File: src/rtl/smeu_pkg.sv
// Constants, opcodes, state type and decode tables of the stack machine execute unit
package smeu_pkg;

   localparam int WORD_W      = 64;
   localparam int IP_W        = 16;
   localparam int STACK_DEPTH = 256;
   localparam int SP_W        = $clog2(STACK_DEPTH + 1);
   localparam int SIDX_W      = $clog2(STACK_DEPTH);
   localparam int HEAP_BYTES  = 4096;
   localparam int HIDX_W      = $clog2(HEAP_BYTES);
   localparam int HCNT_W      = $clog2(HEAP_BYTES + 1);

   localparam logic [5:0] OP_PUSH8  = 6'd0;
   localparam logic [5:0] OP_PUSH16 = 6'd1;
   localparam logic [5:0] OP_PUSH32 = 6'd2;
   localparam logic [5:0] OP_PUSH64 = 6'd3;
   localparam logic [5:0] OP_POP    = 6'd4;
   localparam logic [5:0] OP_DUP    = 6'd5;
   localparam logic [5:0] OP_SWAP   = 6'd6;
   localparam logic [5:0] OP_ADD    = 6'd7;
   localparam logic [5:0] OP_SUB    = 6'd8;
   localparam logic [5:0] OP_MUL    = 6'd9;
   localparam logic [5:0] OP_DIVU   = 6'd10;
   localparam logic [5:0] OP_MODU   = 6'd11;
   localparam logic [5:0] OP_AND    = 6'd12;
   localparam logic [5:0] OP_OR     = 6'd13;
   localparam logic [5:0] OP_XOR    = 6'd14;
   localparam logic [5:0] OP_NOT    = 6'd15;
   localparam logic [5:0] OP_SHL    = 6'd16;
   localparam logic [5:0] OP_SHR    = 6'd17;
   localparam logic [5:0] OP_LOAD8  = 6'd18;
   localparam logic [5:0] OP_LOAD64 = 6'd21;
   localparam logic [5:0] OP_STORE8 = 6'd22;
   localparam logic [5:0] OP_STORE64 = 6'd25;
   localparam logic [5:0] OP_JMP    = 6'd26;
   localparam logic [5:0] OP_JZ     = 6'd27;
   localparam logic [5:0] OP_JNZ    = 6'd28;
   localparam logic [5:0] OP_JG     = 6'd29;
   localparam logic [5:0] OP_JL     = 6'd30;
   localparam logic [5:0] OP_JGE    = 6'd31;
   localparam logic [5:0] OP_JLE    = 6'd32;
   localparam logic [5:0] OP_CALL   = 6'd33;
   localparam logic [5:0] OP_RET    = 6'd34;
   localparam logic [5:0] OP_HOST   = 6'd35;
   localparam logic [5:0] OP_THREAD = 6'd36;
   localparam logic [5:0] OP_HALT   = 6'd37;
   localparam logic [5:0] OP_START  = 6'd38;
   localparam logic [5:0] OP_PUSHP  = 6'd39;

   localparam logic [3:0] ST_OK     = 4'd0;
   localparam logic [3:0] ST_HALT   = 4'd1;
   localparam logic [3:0] ST_UNDER  = 4'd2;
   localparam logic [3:0] ST_OVER   = 4'd3;
   localparam logic [3:0] ST_DIVZ   = 4'd4;
   localparam logic [3:0] ST_HEAP   = 4'd5;
   localparam logic [3:0] ST_HOST   = 4'd6;
   localparam logic [3:0] ST_IDLE   = 4'd7;
   localparam logic [3:0] ST_BADCMD = 4'd8;

   typedef enum logic [3:0] {
      S_CLEAR, S_IDLE, S_RDB, S_RDA, S_EXEC, S_MULDIV,
      S_HRD, S_HDAT, S_WR0, S_WR1, S_TOP, S_TOPC
   } seq_state_type;

   typedef struct packed {
      logic start;
      logic is_div;
      logic is_mod;
   } md_ctl_type;

   // immediate bytes that follow the opcode
   function automatic logic [3:0] imm_len(input logic [5:0] cmd);
      logic [3:0] n;
      case (cmd) inside
         OP_PUSH8:           n = 4'd1;
         OP_PUSH16:          n = 4'd2;
         OP_PUSH32:          n = 4'd4;
         OP_PUSH64:          n = 4'd8;
         [OP_JMP:OP_JLE]:    n = 4'd2;
         OP_HOST:            n = 4'd1;
         default:            n = 4'd0;
      endcase
      return n;
   endfunction

   function automatic logic [1:0] need_cnt(input logic [5:0] cmd);
      logic [1:0] n;
      case (cmd) inside
         OP_POP, OP_DUP, OP_NOT, [OP_LOAD8:OP_LOAD64],
         OP_JZ, OP_JNZ, OP_CALL, OP_RET, OP_HOST:      n = 2'd1;
         OP_SWAP, [OP_ADD:OP_XOR], OP_SHL, OP_SHR,
         [OP_STORE8:OP_STORE64], [OP_JG:OP_JLE],
         OP_THREAD:                                    n = 2'd2;
         default:                                      n = 2'd0;
      endcase
      return n;
   endfunction

   function automatic logic [1:0] push_cnt(input logic [5:0] cmd);
      logic [1:0] n;
      case (cmd) inside
         [OP_PUSH8:OP_PUSH64], [OP_ADD:OP_SHR], [OP_LOAD8:OP_LOAD64],
         OP_CALL, OP_THREAD, OP_PUSHP:                 n = 2'd1;
         OP_DUP, OP_SWAP:                              n = 2'd2;
         default:                                      n = 2'd0;
      endcase
      return n;
   endfunction

endpackage

File: src/rtl/smeu_muldiv.sv
// Iterative multiplier and unsigned divider, one bit per cycle
module smeu_muldiv import smeu_pkg::*; (
   input  logic              clock,
   input  logic              reset,
   input  md_ctl_type        ctl,
   input  logic [WORD_W-1:0] opa,
   input  logic [WORD_W-1:0] opb,
   output logic              done,
   output logic [WORD_W-1:0] result
);

   localparam int CNT_W = $clog2(WORD_W);

   logic              busy_ff, busy_in;
   logic              done_ff, done_in;
   logic              div_ff, div_in;
   logic              mod_ff, mod_in;
   logic [CNT_W-1:0]  cnt_ff, cnt_in;
   logic [WORD_W-1:0] x_ff, x_in;   // multiplicand / quotient
   logic [WORD_W-1:0] y_ff, y_in;   // multiplier / divisor
   logic [WORD_W-1:0] z_ff, z_in;   // accumulator / remainder
   logic [WORD_W:0]   rem_t;

   always_comb begin
      busy_in = busy_ff;
      done_in = 1'b0;
      div_in  = div_ff;
      mod_in  = mod_ff;
      cnt_in  = cnt_ff;
      x_in    = x_ff;
      y_in    = y_ff;
      z_in    = z_ff;
      rem_t   = {z_ff, x_ff[WORD_W-1]};
      if (ctl.start) begin
         busy_in = 1'b1;
         div_in  = ctl.is_div;
         mod_in  = ctl.is_mod;
         cnt_in  = '0;
         x_in    = opa;
         y_in    = opb;
         z_in    = '0;
      end else if (busy_ff) begin
         if (div_ff) begin
            if (rem_t >= {1'b0, y_ff}) begin
               z_in = WORD_W'(rem_t - {1'b0, y_ff});
               x_in = {x_ff[WORD_W-2:0], 1'b1};
            end else begin
               z_in = rem_t[WORD_W-1:0];
               x_in = {x_ff[WORD_W-2:0], 1'b0};
            end
         end else begin
            if (y_ff[0]) begin
               z_in = z_ff + x_ff;
            end
            x_in = {x_ff[WORD_W-2:0], 1'b0};
            y_in = {1'b0, y_ff[WORD_W-1:1]};
         end
         cnt_in = cnt_ff + 1'b1;
         if (cnt_ff == CNT_W'(WORD_W - 1)) begin
            busy_in = 1'b0;
            done_in = 1'b1;
         end
      end
   end

   always_ff @(posedge clock) begin
      if (reset) begin
         busy_ff <= 1'b0;
         done_ff <= 1'b0;
      end else begin
         busy_ff <= busy_in;
         done_ff <= done_in;
      end
      div_ff <= div_in;
      mod_ff <= mod_in;
      cnt_ff <= cnt_in;
      x_ff   <= x_in;
      y_ff   <= y_in;
      z_ff   <= z_in;
   end

   assign done   = done_ff;
   assign result = (div_ff && !mod_ff) ? x_ff : z_ff;

endmodule

File: config.mk
export PLATFORM = sky130hd
export DESIGN_NAME = smeu_muldiv
export DESIGN_NICKNAME = d
export VERILOG_FILES = /design/src/rtl/smeu_pkg.sv /design/src/rtl/smeu_muldiv.sv
export SDC_FILE = /design/constraint.sdc
export NUM_CORES = 1
export LEC_CHECK = 0
export BUFFER_PORTS_ARGS = -buffer_cell sky130_fd_sc_hd__buf_2
export CORE_AREA = 2 2 194 215
export CTS_BUF_LIST = sky130_fd_sc_hd__clkbuf_8
export CTS_CLUSTER_DIAMETER = 40
export CTS_CLUSTER_SIZE = 16
export DETAILED_ROUTE_END_ITERATION = 6
export DIE_AREA = 0 0 196 217
export GPL_ROUTABILITY_DRIVEN = 0
export HOLD_SLACK_MARGIN = 0.1
export MAX_ROUTING_LAYER = met4
export PLACE_DENSITY_LB_ADDON = 0.3
export SLEW_MARGIN = 20
export SYNTH_ARGS = -nofsm -noshare
export SYNTH_HDL_FRONTEND = slang
export SYNTH_SLANG_ARGS = --single-unit
export TNS_END_PERCENT = 50
File: constraint.sdc
create_clock -name clock -period 5.78 [get_ports clock]
set_input_delay 0.578 -clock clock [delete_from_list [all_inputs] [get_ports clock]]
set_output_delay 0.578 -clock clock [all_outputs]
set_load 0.02 [all_outputs]
**After elaboration in Yosys (flattened, before gate mapping)**

Cells that the tools add are included.

- Flip-flop bits (word level): 202
- Bits of input ports: 133
- Output and inout port bits: 65
- Word-level logic and storage cells: 37

- $add $sub $neg: 3
- $lt $le $gt $ge: 1
- Equality and inequality tests: 2
- Muxes and demuxes: 15
- Bitwise gates (word level): 1
- Reduce and logical (&&, ||, !) cells: 7

Operators by type and width:

| cell | count |
|---|---|
| $mux 64 | 9 |
| $ge 65x64->1 | 1 |
| $add 64x64->64 | 1 |
| $sub 64x64->64 | 1 |
| $add 6x1->6 const B | 1 |
| $eq 6x6->1 const B | 1 |
| $mux 1 | 6 |
| $reduce_and 2->1 | 2 |
| $reduce_bool 2->1 | 2 |
| $reduce_or 3->1 | 1 |
| $ne 2x2->1 const B | 1 |
| $logic_and 1x1->1 | 1 |
| $logic_not 1->1 | 1 |
| $not 1->1 | 1 |

**Longest topological paths before layout**

Gate-level depths: netlist (run 1).

- Depth after elaboration: 5
- Gate-level depth with buffers: 16
- Depth with buffers taken out: 14

**Worst setup path after synthesis (run 1)**

OpenSTA, ideal clock, no wires.

- Path kind: register to register
- Start: reg z_ff[0]
- End: reg z_ff[58]
- Setup time: 0.103 ns
- Arrival time: 3.230 ns
- Required time: 5.677 ns
- Path slack: 2.447 ns
- Stages on the path, launching flop included: 15
- Buffers on the path: 0
- Clock period less this slack: 3.333 ns
- Cell sequence: dfxtp_1 -> ha_1 -> inv_1 -> fa_1 -> nor2b_1 -> o311a_1 -> a21oi_1 -> nor4_1 -> nor2_1 -> o31ai_2 -> a31oi_1 -> o311ai_2 -> xor2_1 -> nor2_1 -> a2111oi_2

- Longest elaborated chain between the ends: 3
- Elaborated cells between the ends (all ways): 6
- Those cells by class: add/sub (2); order compare (1); mux (3)

Ends and longest elaborated chain:

| item | RTL line | RTL |
|---|---|---|
| from (decl) | smeu_muldiv.sv:21 | `logic [WORD_W-1:0] z_ff, z_in;` |
| from (signal assigned) | smeu_muldiv.sv:79 | `z_ff <= z_in;` |
| $add 64x64->64, or another cell as far along | smeu_muldiv.sv:53 | `z_in = z_ff + x_ff;` |
| $mux 64 (on tied branches) | smeu_muldiv.sv:52, smeu_muldiv.sv:44 |  |
| $mux 64 * | smeu_muldiv.sv:43 | `if (div_ff) begin` |

Every way passes the cells marked *; elsewhere a longest branch is shown, timed or not. The select of a mux whose other input is x is not followed.
A chain may end at the register's enable or synchronous reset.

**Worst setup path after layout (run 1)**

Ends and elaborated chain as after synthesis.

==> metrics.md, run 1 <==
| Metric | Value |
|---|---|
| Status | complete, no violations |
| Post-Place Cell Area | 18700 um^2 |
| CP arrival | 5.01 ns |
| Final hold vios | 0 |
| CTS Buffer Depth | 3 |
| Slew HR | 36.5% |
| Critical Path RT | 6.30 ns |
| Fillers | 3992 |
| Final Cell Area | 19700 um^2 |
| Clock-pin slew on the worst setup and hold paths | 0.07 ns |
| Mapped cell area | 17500 um^2 |
| Worst reg2reg path endpoint | z_ff[58] |
| Clock Sinks | 202 |
| CTS Buf Count | 39 |
| WL/cell | 19.5 um |
| Layout cell share with drive strength beyond 1 | 20.1% |
| Synth warnings | 0 |
| Mapped Avg Cell Area | 8.41 um^2 |
| Avg Vias per Cell | 5.89 |
| Critical path endpoint category | flip-flop |
| Max-slew violations | 0 |
| Most common cell after layout, fill and taps aside | nand2_1 |
| Crit path kind | reg -> reg |
| PnR worst setup slack | 1.29 ns |
| Initial antenna violation count | 0 |
| H-tree levels | 2 |
| # DRC | 0 |
| Sequential-to-total area share from yosys stat | 30.6% |
| Fin crit period | 4.49 ns |
| Pre-CTS setup slack | 1.41 ns |
| DPL Wire Length | 40.6 mm |
| Fin nets | 2474 |
| Vias in the first global route | 15847 |
| Largest net degree at the start of global routing | 130 |
| Clock latency on the worst-skew pair | 0.61 ns |
| Final Hold Slack | 0.152 ns |
| Grt total ovfl | 0 |
| Fin util | 48.5% |
| Detailed Routing Iterations Pass 1 | 7 |
| Worst-path fanout max | 5 |
| Netlist cell types | 87 |
| Buffers added on ports | 197 |
| DP Cell Count | 2689 |
| GR Util All Layers | 25.6% |
| Final setup fails | 0 |
| DRT antenna net count | 0 |
| Peak supply drop | 0.217 mV |
| Setup TNS | 0 ns |
| EDFF count, synth | 130 |
| Synthesis-to-layout area growth | 12.7% |
| Post-cts sizing count | 0 |
| Dominant cells by area after synthesis | edfxtp_1, ha_1, mux2_2, dfxtp_1, nand2_1 |
| RR Startpoint | z_ff[0] |
| Leakage power | 8.61 nW |
| Core Rows | 78 |
| First DRT Iteration DRCs | 1293 |
| Worst R2R Setup Slack | 1.29 ns |
| R2R cell count | 16 |
| Hold path start | ctl[1] |
| Hold depth | 1 |
| Highest clock rate | 223 MHz |
| Commonest non-fill, non-tap cells in the layout | nand2_1, buf_2, o21ai_0 |
| Ratio of final minimum period to clock period | 77.7% |
| Finished Layout Cells | 2763 |
| MaxCap Viol Count | 0 |
| Hold Path Class | in -> reg |
| DRT Wirelength | 53.8 mm |
| Ys flop type | edfxtp_1 |
| Yosys top cell area share | 22.3% |
| First-pass GRT wire length | 84.6 mm |
| Post-Syn Nets | 2341 |
| Die W | 196 um |
| Hold Path Sink | div_ff |
| Slew @ Worst Pin | 0.952 ns |
| Initial Utilization | 43.1% |
| Seq cells post-synth | 202 |
| Die height | 217 um |
| Clock Skew | 0.0261 ns |
| Post-synthesis cell count | 2078 |
| Die area | 42500 um^2 |
| RSZ-0062 raised after global routing | false |
| Asr flop ratio synth | 0% |
| Critical path launch point type | flip-flop |
| Boundary pin count | 198 |
| Pwr Density | 300 nW/um^2 |
| CTS tree | built |
| Core ar. | 40600 um^2 |
| Via count | 16271 |
| Cell taking the most area after synthesis | edfxtp_1 |
| Clock Root Buffer | clkbuf_8 |
| Power Total | 5.90 mW |
[worst max-delay path by stage]
stage / start / to / slack, ns / cells after the start
after floorplan: z_ff[0] / z_ff[58] / 2.45 / 14
after global placement: z_ff[0] / z_ff[58] / 1.53 / 16
after detailed placement: z_ff[0] / z_ff[58] / 1.41 / 16
after CTS: z_ff[0] / z_ff[58] / 1.36 / 16
after global routing: z_ff[0] / z_ff[58] / 1.02 / 16
final: z_ff[0] / z_ff[58] / 1.29 / 16
[synthesized netlist by cell type, types with 11 or more instances]
library cell	n
a311o_1	11
and2_1	15
nor4_1	11
nor2b_1	19
a31oi_1	35
xor2_1	49
o21ai_0	171
a311oi_1	14
o21ai_1	13
a211oi_1	23
o21bai_1	17
nand2_1	261
a21oi_1	145
ha_1	128
dfxtp_1	72
a21o_1	78
clkbuf_1	94
nand3_1	38
inv_1	100
xnor2_1	61
o211ai_1	31
o21a_1	14
nor3_1	37
nor2_1	153
edfxtp_1	130
and3_1	16
nand4_1	31
or3_1	13
mux2_2	136
[timing repair]
action | CTS | global route
buffers inserted | 0 | 0
hold buffers | 1 | 0
hold endpoints to repair | 1 | 0
[registers in the layout, summed over array words and instances, names as in the netlist]
name / count
div_ff: 1
done: 1
busy_ff: 1
x_ff: 64
cnt_ff: 6
y_ff: 64
z_ff: 64
mod_ff: 1
[cells by family (layout without fill, tap and decap cells)]
kind of cell             after synthesis  after routing  synth area share (%)
XOR/XNOR                             110            110                  5.51
AND/OR/NAND/NOR                      625            625                  16.1
buffers and inverters                222            386                  5.16
other                                  0              1                     0
AO/OA/AOI/OAI                        641            641                  23.8
multiplexers                         148            148                  9.51
adder cells (fa/ha/maj)              130            130                  9.39
flip-flops                           202            202                  30.6
[area by class of cell]
class | instances | area (um^2) | share of cell area (%)
multi-input combinational | 1654 | 11200 | 57.1
sequential | 202 | 5350 | 27.1
clock inverter | 28 | 335 | 1.70
tap | 520 | 651 | 3.30
inverter | 100 | 375 | 1.91
timing repair buffer | 214 | 1140 | 5.77
antenna | 1 | 2.50 | 0.0127
clock buffer | 44 | 606 | 3.07
[critical path: stages (launching register included)]
cell and delay, ns:
dfxtp_1 0.40, ha_1 0.22, inv_1 0.07, fa_1 0.40, nor2b_1 0.18, o311a_1 0.24, a21oi_1 0.09, buf_4 0.16
nor4_1 0.61, nor2_1 0.23, o31ai_2 0.27, buf_4 0.19, a31oi_1 0.30, o311ai_2 0.44, xor2_1 0.18, nor2_1 0.06
a2111oi_2 0.33
[report_power, final]
| group | leakage, nW | internal [mW] | switching [mW] |
|---|---|---|---|
| logic | 6.24 | 0.904 | 1.40 |
| registers | 1.90 | 1.71 | 0.136 |
| clock network | 0.467 | 0.999 | 0.751 |
[metal layers]
layer,vias to the layer above,GRT usage [%],wire [um]
li1,7913,-,-
met1,7652,32.6,23700
met2,572,40.9,24700
met3,134,3.36,3140
met4,0,11.5,2270
met5,-,-,0
(Power assumes the default switching activity.)
==> inputs of run 2 (changes only) <==
clock period = 4.29 ns   (was 5.78 ns; I/O delays follow)
==> metrics.md, run 2 (synthesis gave the netlist of run 1 again) <==
| Metric | Value |
|---|---|
| Vias in the first global route | 16604 |
| Die area | 42500 um^2 |
| CTS Buffer Depth | 3 |
| Buffers added on ports | 197 |
| Synthesis-to-layout area growth | 19.9% |
| Met1 Use GR | 32.6% |
| CP arrival | 4.57 ns |
| Setup crit end | z_ff[58] |
| Grt total ovfl | 0 |
| Fin util | 51.6% |
| Pwr Density | 389 nW/um^2 |
| Leakage power | 9.15 nW |
| Critical path launch point type | flip-flop |
| Boundary pin count | 198 |
| Clock Sinks | 202 |
| Highest clock rate | 248 MHz |
| Commonest non-fill, non-tap cells in the layout | nand2_1, buf_2, o21ai_0 |
| DPL Wire Length | 41.3 mm |
| R2R cell count | 14 |
| Ratio of final minimum period to clock period | 94.2% |
| Met2 Usage GRT | 44.1% |
| Status | complete, no violations |
| Worst-path fanout max | 4 |
| Clock-pin slew on the worst setup and hold paths | 0.06 ns |
| Via count | 17032 |
| Max-slew violations | 0 |
| Final setup fails | 0 |
| Met3 Use GR | 3.47% |
| Clock Skew | 0.0273 ns |
| Avg Vias per Cell | 5.89 |
| Worst reg2reg path endpoint | z_ff[58] |
| Clock latency on the worst-skew pair | 0.63 ns |
| # DRC | 0 |
| Setup TNS | 0 ns |
| Core Rows | 78 |
| Gr busiest metal | met2 |
| Critical Path RT | 4.82 ns |
| Layout cell share with drive strength beyond 1 | 20.0% |
| Register area | 5350 um^2 |
| Initial antenna violation count | 0 |
| H-tree levels | 2 |
| First DRT Iteration DRCs | 1381 |
| Slew HR | 34.8% |
| DRT antenna net count | 0 |
| First-pass GRT wire length | 87.5 mm |
| Peak supply drop | 0.274 mV |
| Worst R2R Setup Slack | 0.25 ns |
| Fin nets | 2600 |
| Fin crit period | 4.04 ns |
| GR Util All Layers | 26.5% |
| Core ar. | 40600 um^2 |
| CTS tree | built |
| Largest net degree at the start of global routing | 127 |
| CTS Buf Count | 44 |
| Top flop regs | x_ff (64), y_ff (64), z_ff (64) |
| Die W | 196 um |
| MaxCap Viol Count | 0 |
| Slew @ Worst Pin | 0.976 ns |
| Fillers | 3802 |
| RSZ-0062 raised after global routing | false |
| Final hold vios | 0 |
| Critical path endpoint category | flip-flop |
| WL/cell | 19.4 um |
| Initial Utilization | 43.1% |
| Die height | 217 um |
| Crit path kind | reg -> reg |
| Hold Path Class | in -> reg |
| Crit path from | x_ff[0] |
| DRT Wirelength | 56.2 mm |
| Clock Root Buffer | clkbuf_8 |
| Most common cell after layout, fill and taps aside | nand2_1 |
| Footprint of the multi-input gates | 11300 um^2 |
| RR Startpoint | x_ff[0] |
| Detailed Routing Iterations Pass 1 | 7 |
[run 2: timing repair]
action,CTS,global route
hold endpoints to repair,106,0
gates resized for setup,0,1
hold buffers,105,0
buffers inserted,0,0
endpoints found under the setup margin,0,4
[run 2: power breakdown]
part / leakage (nW) / switching (mW) / internal, mW / total, mW
sequential: 1.90 / 0.182 / 2.30 / 2.48
clock: 0.475 / 1.06 / 1.35 / 2.41
combinational: 6.77 / 1.94 / 1.31 / 3.25
total: 9.15 / 3.18 / 4.97 / 8.15
[run 2: area by class of cell]
cell class | count | share of cell area, %
Tap cell | 520 | 3.11
Multi-Input combinational cell | 1654 | 53.7
Sequential cell | 202 | 25.5
Inverter | 100 | 1.79
Antenna cell | 1 | 0.0119
Timing Repair Buffer | 335 | 11.2
Clock inverter | 33 | 1.61
Clock buffer | 47 | 3.09
[run 2: critical path, cell delays in order, from the launching register on]
cell and delay (ns):
edfxtp_1 0.37, ha_1 0.20, inv_1 0.07, fa_1 0.42, nor2b_1 0.18, o311a_1 0.24
a21oi_1 0.17, nor4_2 0.47, nor2_1 0.19, o31ai_2 0.38, a31oi_1 0.25, o311ai_2 0.40
xor2_1 0.18, nor2_1 0.06, a2111oi_2 0.35
[run 2: through the flow]
step / setup slack, ns / power (mW) / area [um^2] / hold WS (ns) / std cells
floorplan: 0.957 / 4.80 / 17500 / 0.454 / 2078
global placement: 0.298 / 5.60 / 18900 / 0.468 / 2706
detailed placement: 0.127 / 5.63 / 18900 / 0.495 / 2706
CTS: 0.0777 / 8.15 / 20900 / 0.101 / 2891
global route: 0.0520 / 8.59 / 21000 / 0.118 / 2891
finish: 0.250 / 8.15 / 21000 / 0.114 / 2892
[run 2: worst min-delay path by stage]
stage	start	end	slack [ns]	cells after the start
after floorplan	cnt_ff[5]	cnt_ff[5]	0.45	2
after detailed placement	cnt_ff[5]	cnt_ff[5]	0.50	2
final	opa[2]	x_ff[2]	0.11	3
after global routing	opa[7]	x_ff[7]	0.12	2
after global placement	cnt_ff[5]	cnt_ff[5]	0.47	2
after CTS	opa[2]	x_ff[2]	0.10	3
[run 2: layer usage]
metal  part of all wire [%]  wire (um)
met1                     43      23900
met2                     47      26600
met3                    6.4       3580
met4                    3.7       2060
met5                      0          0
